`config.mk`:
```
export PLATFORM = sky130hd
export DESIGN_NAME = cpc_stage
export DESIGN_NICKNAME = d
export VERILOG_FILES = /design/src/rtl/core/cpc_pkg.sv /design/src/rtl/core/cpc_stage.sv
export SDC_FILE = /design/constraint.sdc
export NUM_CORES = 1
export LEC_CHECK = 0
export BUFFER_PORTS_ARGS = -buffer_cell sky130_fd_sc_hd__buf_4
export CAP_MARGIN = 20
export CORE_ASPECT_RATIO = 0.5
export CORE_MARGIN = 4
export CORE_UTILIZATION = 51
export DETAILED_ROUTE_END_ITERATION = 8
export PLACE_DENSITY_LB_ADDON = 0.1
export SLEW_MARGIN = 10
export SYNTH_ARGS = -nofsm -noshare
export SYNTH_HDL_FRONTEND = slang
export SYNTH_SLANG_ARGS = --single-unit
```
`constraint.sdc`:
```
create_clock -name aclk -period 2.8 [get_ports aclk]
set_input_delay 0.14 -clock aclk [delete_from_list [all_inputs] [get_ports aclk]]
set_output_delay 0.14 -clock aclk [all_outputs]
set_load 0.01 [all_outputs]
```
`src/rtl/core/cpc_pkg.sv`:
```
// shared types, constants and the arctangent table of the coordinate converter
`default_nettype none

package cpc_pkg;

    // command codes carried in tuser
    localparam logic CMD_TO_POLAR = 1'b0;
    localparam logic CMD_TO_CART  = 1'b1;

    // field widths
    localparam int IN_W      = 16;
    localparam int OUT_A_W   = 17;
    localparam int OUT_B_W   = 16;
    localparam int S_TDATA_W = 2 * IN_W;
    localparam int M_TDATA_W = 40;
    localparam int PAD_W     = M_TDATA_W - OUT_A_W - OUT_B_W;

    // fixed point formats
    localparam int FRAC      = 16;
    localparam int ANG_SHIFT = FRAC - 7;
    localparam int XY_W      = 36;
    localparam int Z_W       = 27;
    localparam int MUL_W     = 49;
    localparam int MAG_W     = 34;
    localparam int LO_W      = 17;
    localparam int PSUM_W    = 67;
    localparam int MAG_RES_W = PSUM_W - FRAC - 32;
    localparam int XR_W      = 21;
    localparam int ANG_W     = 18;
    localparam int CLAMP_W   = 34;

    // angle constants, degrees
    localparam int DEG180    = 180 * (2 ** FRAC);
    localparam int ANG_MAX   = 23040;
    localparam int FULL_TURN = 46080;
    localparam int A_FOLD    = 11520;
    localparam int HALF_FRAC = 2 ** (FRAC - 1);
    localparam int HALF_ANG  = 2 ** (ANG_SHIFT - 1);

    // reciprocal of the cordic gain, scaled by 2^32
    localparam logic [31:0] GAIN_K = 32'd2608131496;

    // one word in flight through the rotation stages
    typedef struct packed {
        logic                   polar;
        logic                   zero;
        logic signed [XY_W-1:0] x;
        logic signed [XY_W-1:0] y;
        logic signed [Z_W-1:0]  z;
    } cordic_t;

    // atan(2^-i) in degrees scaled by 2^16
    function automatic logic signed [Z_W-1:0] atan_deg(input int idx);
        case (idx)
            0:       return 27'sd2949120;
            1:       return 27'sd1740967;
            2:       return 27'sd919879;
            3:       return 27'sd466945;
            4:       return 27'sd234379;
            5:       return 27'sd117304;
            6:       return 27'sd58666;
            7:       return 27'sd29335;
            8:       return 27'sd14668;
            9:       return 27'sd7334;
            10:      return 27'sd3667;
            11:      return 27'sd1833;
            12:      return 27'sd917;
            13:      return 27'sd458;
            14:      return 27'sd229;
            15:      return 27'sd115;
            16:      return 27'sd57;
            17:      return 27'sd29;
            18:      return 27'sd14;
            19:      return 27'sd7;
            20:      return 27'sd4;
            21:      return 27'sd2;
            22:      return 27'sd1;
            default: return 27'sd0;
        endcase
    endfunction

endpackage

`default_nettype wire

```
`src/rtl/core/cpc_stage.sv`:
```
// one registered cordic micro-rotation stage
`default_nettype none

module cpc_stage #(
    parameter int IDX = 0
) (
    input  wire logic            aclk,
    input  wire logic            aresetn,
    input  wire logic            adv,
    input  wire logic            in_valid,
    input  wire cpc_pkg::cordic_t in_data,
    output logic                 out_valid,
    output cpc_pkg::cordic_t     out_data
);
    import cpc_pkg::*;

    localparam logic signed [Z_W-1:0] ATAN = atan_deg(IDX);

    logic                   valid_reg;
    cordic_t                data_reg;
    cordic_t                data_next;
    logic signed [XY_W-1:0] dx;
    logic signed [XY_W-1:0] dy;
    logic                   rot_pos;

    // shifted cross terms and rotation sense
    assign dx      = in_data.y >>> IDX;
    assign dy      = in_data.x >>> IDX;
    assign rot_pos = in_data.polar ? in_data.y[XY_W-1] : !in_data.z[Z_W-1];

    // micro-rotation
    always_comb begin
        data_next = in_data;
        if (rot_pos) begin
            data_next.x = in_data.x - dx;
            data_next.y = in_data.y + dy;
            data_next.z = in_data.z - ATAN;
        end else begin
            data_next.x = in_data.x + dx;
            data_next.y = in_data.y - dy;
            data_next.z = in_data.z + ATAN;
        end
    end

    // valid bit
    always_ff @(posedge aclk) begin
        if (!aresetn) begin
            valid_reg <= 1'b0;
        end else if (adv) begin
            valid_reg <= in_valid;
        end
    end

    // payload
    always_ff @(posedge aclk) begin
        if (adv) begin
            data_reg <= data_next;
        end
    end

    assign out_valid = valid_reg;
    assign out_data  = data_reg;

endmodule

`default_nettype wire

```
==> results by group, run 1 <==
Power
  • Pwr dens: 475.4 mW/mm^2
  • Maximum vdd ir drop: 319.9 uV
  • Pleak: between 6 and 7 nW

Synth
  • Netlist cell types: 82
  • Post-synth EDFFs: 100
  • Async SR Flop Fraction: 0%
  • Post-synth top area share: 30.64%
  • Post-synthesis instance total: 1,124
  • Synth Flop Type: edfxtp_1
  • Area contributors post-synth: edfxtp_1, ha_1, a21oi_1, xnor2_1, inv_1
  • Cell area after synthesis: a little under 0.01 mm^2
  • Syn Area/Cell: around 8.7 um^2
  • Post-synthesis sequential area ratio: 30.84%
  • Yosys warns: 0
  • Seq cells post-synth: about 100
  • Cell accounting for the most synthesized area: edfxtp_1
  • Syn nets: 1,351

Worst setup path
  • CP Launch Point: in_data[47]
  • Critical Path AT: 2820 ps
  • Crit-path cells: buf_4 > inv_1 > ha_1 > a21o_1 > a21oi_1 > o31ai_1 > o41a_1 > nor4b_4 > buf_4 > nor2_1 > a2111oi_1 > a31oi_1 > xnor2_1
  • Crit path kind: input port to register
  • Peak per-stage delay on the critical path: 440 ps
  • Critical Path Most Common Cell: buf_4
  • Worst reg2reg path startpoint: out_valid
  • Endpoint type of the worst setup path: register
  • Worst EP required: 2920 ps
  • Slowest stage cell, crit path: o41a_1
  • Max FO, Critical Path: 5
  • Startpoint types: input port

Layout
  • Most frequent cells in the layout: buf_4, a21oi_1, ha_1, inv_1, nor2_1
  • Fin nets: 1,720
  • Most common cell after layout, fill and taps aside: buf_4
  • Fin util: 71.94%
  • Diodes inserted: 0
  • Synth-to-Final Area Change: 36.61%
  • Share of cells above drive strength 1: between 20% and 30%

CTS
  • Root Driver: clkbuf_16
  • CTS tree: yes
  • CTS max path bufs: 2
  • Sink Count: slightly above 100
  • Num CTS Buffers: 9
  • Clock transition at the registers of the reported paths: 80 ps
  • Buffers inserted by post-CTS timing repair: 0
  • H-tree Lvls: 3
  • Clk_lat worst skew: 360 ps

Detailed routing
  • DRT antenna net count: 0
  • Total length of routed wires: between 30 and 40 mm
  • Total iterations of the first detailed-routing run: 6
  • WL/cell: 19.46 um
  • Via count: 10,130
  • DRT iter0 DRCs: between 1,000 and 1,500
  • DRC: 0
  • Via density: 5.763

Floorplan
  • Rows: 35
  • CORE AREA: 0.01861 mm^2
  • Initial Util: 52.66%
  • Die span in y: 106.0 um
  • Ports: 207
  • Horiz. Die Dim: 204.0 um
  • Die ar.: 0.02163 mm^2

STA
  • RSZ-0062 raised after global routing: false
  • Tmin final: ~2700 ps
  • Fin. max-slew vios: 0
  • Rel. slew slack: 55.25%
  • Slew @ Worst Pin: 671.3 ps
  • Clock Skews: 0 ps
  • Final hold viol count: 0
  • Crit share post-route: 96.41%
  • Final setup viols: 0
  • Max Clock Freq: about 370 MHz
  • Post-route setup TNS: 0 ps

Global routing
  • Largest net degree at the start of global routing: 102
  • Gr ovfl total: 0
  • Initial antenna violation count: 0
  • GRT Total Usage: 30.57%
  • First-pass GRT wire length: approximately 53 mm
  • Vias in the first global route: 9,696

Outcome
  • Status: complete, no violations

Place
  • Hpwl dp: ~27 mm
  • Routability cong.: 0.9725
  • PortBufs: 206

Worst hold path
  • Hold crit path type: input port to register
  • HP Start: in_valid

Flow run
  • Max-cap violations: 0
Yosys cell counts (4+ instances only):
cell type  count
o21ai_0       49
nor2b_1       15
o21a_1         8
xnor2_1       74
o211ai_1       9
ha_1         118
nand4_1       14
xor2_1         5
buf_2         13
mux2i_1       15
edfxtp_1     100
a21o_1        26
o21bai_1      27
nand2b_1       9
a211oi_1       6
inv_1        110
a21oi_1      132
clkbuf_1      23
a31oi_1       14
buf_1          8
fa_1           4
nor2_1       107
nor4_1         7
o31ai_1       22
o31a_1         4
nand3_1       13
inv_2          8
nand2_1       60
nor3_1        20
o21ai_1       18
kinds of logic after synthesis:
kind of cell	share of synthesized area, %
AO/OA/AOI/OAI	24.88
XOR/XNOR	7.060
flip-flops	30.84
adder cells (fa/ha/maj)	15.88
buffers and inverters	6.919
AND/OR/NAND/NOR	12.65
multiplexers	1.762
critical path: cells and delay by family:
| family | cells | cell delay, ps |
|---|---|---|
| buf+inv | 3 | 320 |
| simple gates | 2 | 420 |
| xor+xnor | 1 | 140 |
| fa+ha+maj | 1 | 350 |
| compound gates | 6 | 1440 |
stage by stage:
stage / area (um^2) / hold slack, ps / total power [W] / setup slack, ps / instances
floorplan: 9803 / 238.9 / 0.003514 / -96.86 / 1124
global placement: 12840 / 317.8 / 0.004768 / -392.8 / 1722
detailed placement: 12840 / 319.5 / 0.004821 / -423.1 / 1722
CTS: 13380 / 37.56 / 0.006311 / 27.54 / 1757
global route: 13390 / 66.71 / 0.006672 / 32.56 / 1757
finish: 13390 / 43.65 / 0.006365 / 100.5 / 1757
power breakdown:
group	switching, W	internal, W	total (W)
clock network	0.000666	0.000807	0.00147
logic	0.00151	0.00130	0.00281
registers	0.0000855	0.00199	0.00208
repair_timing:
item                                   CTS  global route
endpoints found under the hold margin   19             0
gates resized for setup                  1             2
hold buffers                            19             0
pin swaps                                0             1
setup endpoints to repair                1             2
metal layers:
metal | wire length [um] | up-vias | GRT usage, % | part of all wire (%)
met5 | 0 | - | 0 | 0
met4 | 498 | 0 | 5.399 | 1.5
met3 | 3093 | 56 | 5.242 | 9.0
met2 | 15070 | 531 | 48.18 | 44
met1 | 15530 | 4782 | 44.81 | 45
li1 | - | 4757 | - | -
cell type report:
type	instances	area (um^2)
clock buffer	9	225.2
clock inverter	7	117.6
fill	1480	5223
inverter	120	451.7
multi-input combinational	854	6120
sequential	101	3023
tap	259	324.1
timing repair buffer	407	3128
flip-flops by register name (all words and copies together), names as in the netlist:
register / cells
out_data: 100
out_valid: 1
path summary, 6_finish.rpt:
kind	to	slack, ps	cells after the start
worst max-delay path	out_data[98]	100	13
worst min-delay path	out_valid	40	3
worst max register to register	out_valid	2210	2
worst min register to register	out_valid	530	2
(Power assumes the default switching activity.)
==> run 2, diff against run 1 <==
Settings changed: BUFFER_PORTS_ARGS -buffer_cell sky130_fd_sc_hd__buf_4 to -buffer_cell sky130_fd_sc_hd__buf_2.
==> run 2 against run 1 <==
  * Wire length decreased by 2.0%
  * Clock power decreased by 14%
  * Global-route usage decreased by 0.70 points
  * Fmax decreased by 0.89%
  * First-iteration DRC count increased by 0.39%
  * Flip-flop and latch count unchanged
  * Critical endpoint is now out_data[95]
  * Via count increased by 0.38%
  * Utilization decreased by 1.7 points
  * Critical path depth decreased by 1
  * Setup slack got worse by 24 ps
  * Critical path type unchanged
==> results by group, run 2 (same netlist as run 1, synthesis figures left out) <==
Detailed routing
  • Total length of routed wires: 33.52 mm (was 34.19 mm)
  • DRT antenna net count: 0 (unchanged)
  • DRT iter0 DRCs: 1,026 (was 1,022)
  • Total iterations of the first detailed-routing run: 8 (was 6)
  • DRC: 0 (unchanged)
  • Via density: 5.681 (was 5.763)
  • Via count: 10,160 (was 10,130)
  • WL/cell: 18.74 um (was 19.46 um)

Place
  • Hpwl dp: 26.65 mm (was 26.87 mm)
  • PortBufs: 206 (unchanged)
  • Routability cong.: 0.9576 (was 0.9725)

Floorplan
  • Horiz. Die Dim: 204.0 um (unchanged)
  • CORE AREA: 0.01861 mm^2 (unchanged)
  • Rows: 35 (unchanged)
  • Ports: 207 (unchanged)
  • Initial Util: 52.66% (unchanged)
  • Die span in y: 106.0 um (unchanged)
  • Die ar.: 0.02163 mm^2 (unchanged)

Layout
  • Max reg flops: 100 (unchanged)
  • Share of cells above drive strength 1: 31.05% (was 29.44%)
  • Fin util: 70.29% (was 71.94%)
  • Fin nets: 1,752 (was 1,720)
  • Most frequent cells in the layout: buf_4, buf_2, a21oi_1, ha_1, inv_1 (was buf_4, a21oi_1, ha_1, inv_1, nor2_1)
  • Most common cell after layout, fill and taps aside: buf_4 (unchanged)
  • Fillers: 1,470 (was 1,480)
  • Synth-to-Final Area Change: 33.47% (was 36.61%)
  • Diodes inserted: 0 (unchanged)

Power
  • Pwr dens: 459.3 mW/mm^2 (was 475.4 mW/mm^2)
  • Sw frac: 36.94% (was 35.49%)
  • Switching power total: 0.002219 W (was 0.002259 W)
  • Comb pwr share: 44.6% (was 44.2%)
  • Sequential share of power: 34.2% (was 32.7%)
  • Pint: 0.003788 W (was 0.004106 W)
  • Pleak: 6.145 nW (was 6.189 nW)
  • Maximum vdd ir drop: 307.9 uV (was 319.9 uV)
  • Clock share of power: 21.1% (was 23.2%)

Worst setup path
  • Worst EP required: 2910 ps (was 2920 ps)
  • Crit path kind: input port to register (unchanged)
  • Max FO, Critical Path: 11 (was 5)
  • Setup slack, reg-to-reg: 2210 ps (about the same)
  • Critical Path AT: 2840 ps (was 2820 ps)
  • Startpoint types: input port (unchanged)
  • Reg2Reg Capture Point: out_valid (unchanged)
  • Reg2reg path depth: 2 (unchanged)
  • Worst reg2reg path startpoint: out_valid (unchanged)
  • Endpoint type of the worst setup path: register (unchanged)

Flow run
  • Max-cap violations: 0 (unchanged)

CTS
  • CTS tree: yes (unchanged)
  • Clock transition at the registers of the reported paths: 70 ps (was 80 ps)
  • H-tree Lvls: 3 (unchanged)
  • Sink Count: 101 (unchanged)
  • CTS max path bufs: 2 (unchanged)
  • Clk_lat worst skew: 360 ps (about the same)
  • Root Driver: clkbuf_16 (unchanged)
  • Num CTS Buffers: 9 (unchanged)

Global routing
  • Vias in the first global route: 9,556 (was 9,696)
  • Initial antenna violation count: 1 (was 0)
  • GRT Total Usage: 29.87% (was 30.57%)
  • First-pass GRT wire length: 51.61 mm (was 52.92 mm)
  • Largest net degree at the start of global routing: 75 (was 102)
  • Gr ovfl total: 0 (unchanged)

STA
  • Post-route setup TNS: 0 ps (unchanged)
  • Rel. slew slack: 40.19% (was 55.25%)
  • Final setup viols: 0 (unchanged)
  • Slew @ Worst Pin: 897.2 ps (was 671.3 ps)
  • Clock Skews: 0 ps (unchanged)
  • RSZ-0062 raised after global routing: true (was false)
  • Tmin final: 2724 ps (was 2699 ps)
  • Max Clock Freq: 367.2 MHz (was 370.4 MHz)
  • Crit share post-route: 97.27% (was 96.41%)
  • Final hold viol count: 0 (unchanged)
  • Fin. max-slew vios: 0 (unchanged)

Worst hold path
  • HP Start: in_valid (unchanged)
  • Hold Path End: out_valid (unchanged)
  • Cells on Worst Hold Path: 3 (unchanged)
  • Hold crit path type: input port to register (unchanged)

Outcome
  • Status: complete, no violations (unchanged)
run 2: cell count changes in the layout (fill, tap and decap cells not counted), moves of 2 or more:
| cell | change |
|---|---|
| buf_2 | +205 |
| buf_4 | -173 |
| bufinv_16 | -2 |
| clkinv_8 | -2 |
run 2: power groups by stage:
stage               sequential, W  combinational, W  clock, W
global placement          0.00208           0.00255         0
floorplan                 0.00222           0.00129         0
detailed placement        0.00209           0.00258         0
global route              0.00208           0.00289   0.00135
CTS                       0.00206           0.00263   0.00129
finish                    0.00206           0.00268   0.00127
run 2: critical path: stages:
cell and delay [ps]:
buf_2 110, inv_1 50, ha_1 440, nor2b_1 160
o211ai_1 120, a211oi_1 500, a211oi_4 130, o311ai_2 460
nand3_2 180, o211a_1 260, a21oi_1 210, xnor2_1 80
run 2: area by class of cell:
| type | count | area (um^2) | area share (%) |
|---|---|---|---|
| tap | 259 | 324.1 | 2.477 |
| clock buffer | 9 | 225.2 | 1.722 |
| sequential | 101 | 3023 | 23.11 |
| timing repair buffer | 439 | 2855 | 21.83 |
| inverter | 120 | 451.7 | 3.453 |
| clock inverter | 7 | 53.80 | 0.4113 |
| multi-input combinational | 854 | 6148 | 47.00 |
run 2: routing by layer:
| layer | wire, um | vias to the layer above | GRT usage, % |
|---|---|---|---|
| met3 | 3493 | 41 | 6.949 |
| li1 | - | 4821 | - |
| met2 | 14370 | 544 | 45.60 |
| met4 | 486 | 2 | 5.686 |
| met5 | 10 | - | 0 |
| met1 | 15150 | 4756 | 43.68 |
run 2: what timing repair did:
action,4_1_cts,5_1_grt
setup buffers,0,0
pin swaps,0,1
gates resized for setup,2,5
hold buffers,19,0
endpoints found under the hold margin,19,0
endpoints found under the setup margin,1,4
run 2: metrics by stage:
stage	hold WS, ps	cells	total power [W]	setup slack [ps]	instance area, um^2
final	33.99	1789	0.006008	76.36	13080
after global routing	59.18	1789	0.006317	-35.40	13080
after CTS	29.99	1789	0.005974	46.09	13050
after detailed placement	318.7	1754	0.004669	-489.4	12560
after global placement	316.4	1754	0.004637	-333.1	12560
after floorplan	238.9	1124	0.003514	-96.86	9803
run 2: worst max path at each step:
stage | from | to | slack, ps | cells past startpoint
3_3_place_gp | in_data[47] | out_data[98] | -330 | 13
3_5_place_dp | in_data[28] | out_data[98] | -490 | 13
4_1_cts | in_data[30] | out_data[98] | 50 | 14
6_report | in_data[34] | out_data[95] | 80 | 12
5_1_grt | in_data[30] | out_data[98] | -40 | 14
2_1_floorplan | in_data[100] | out_data[26] | -100 | 14
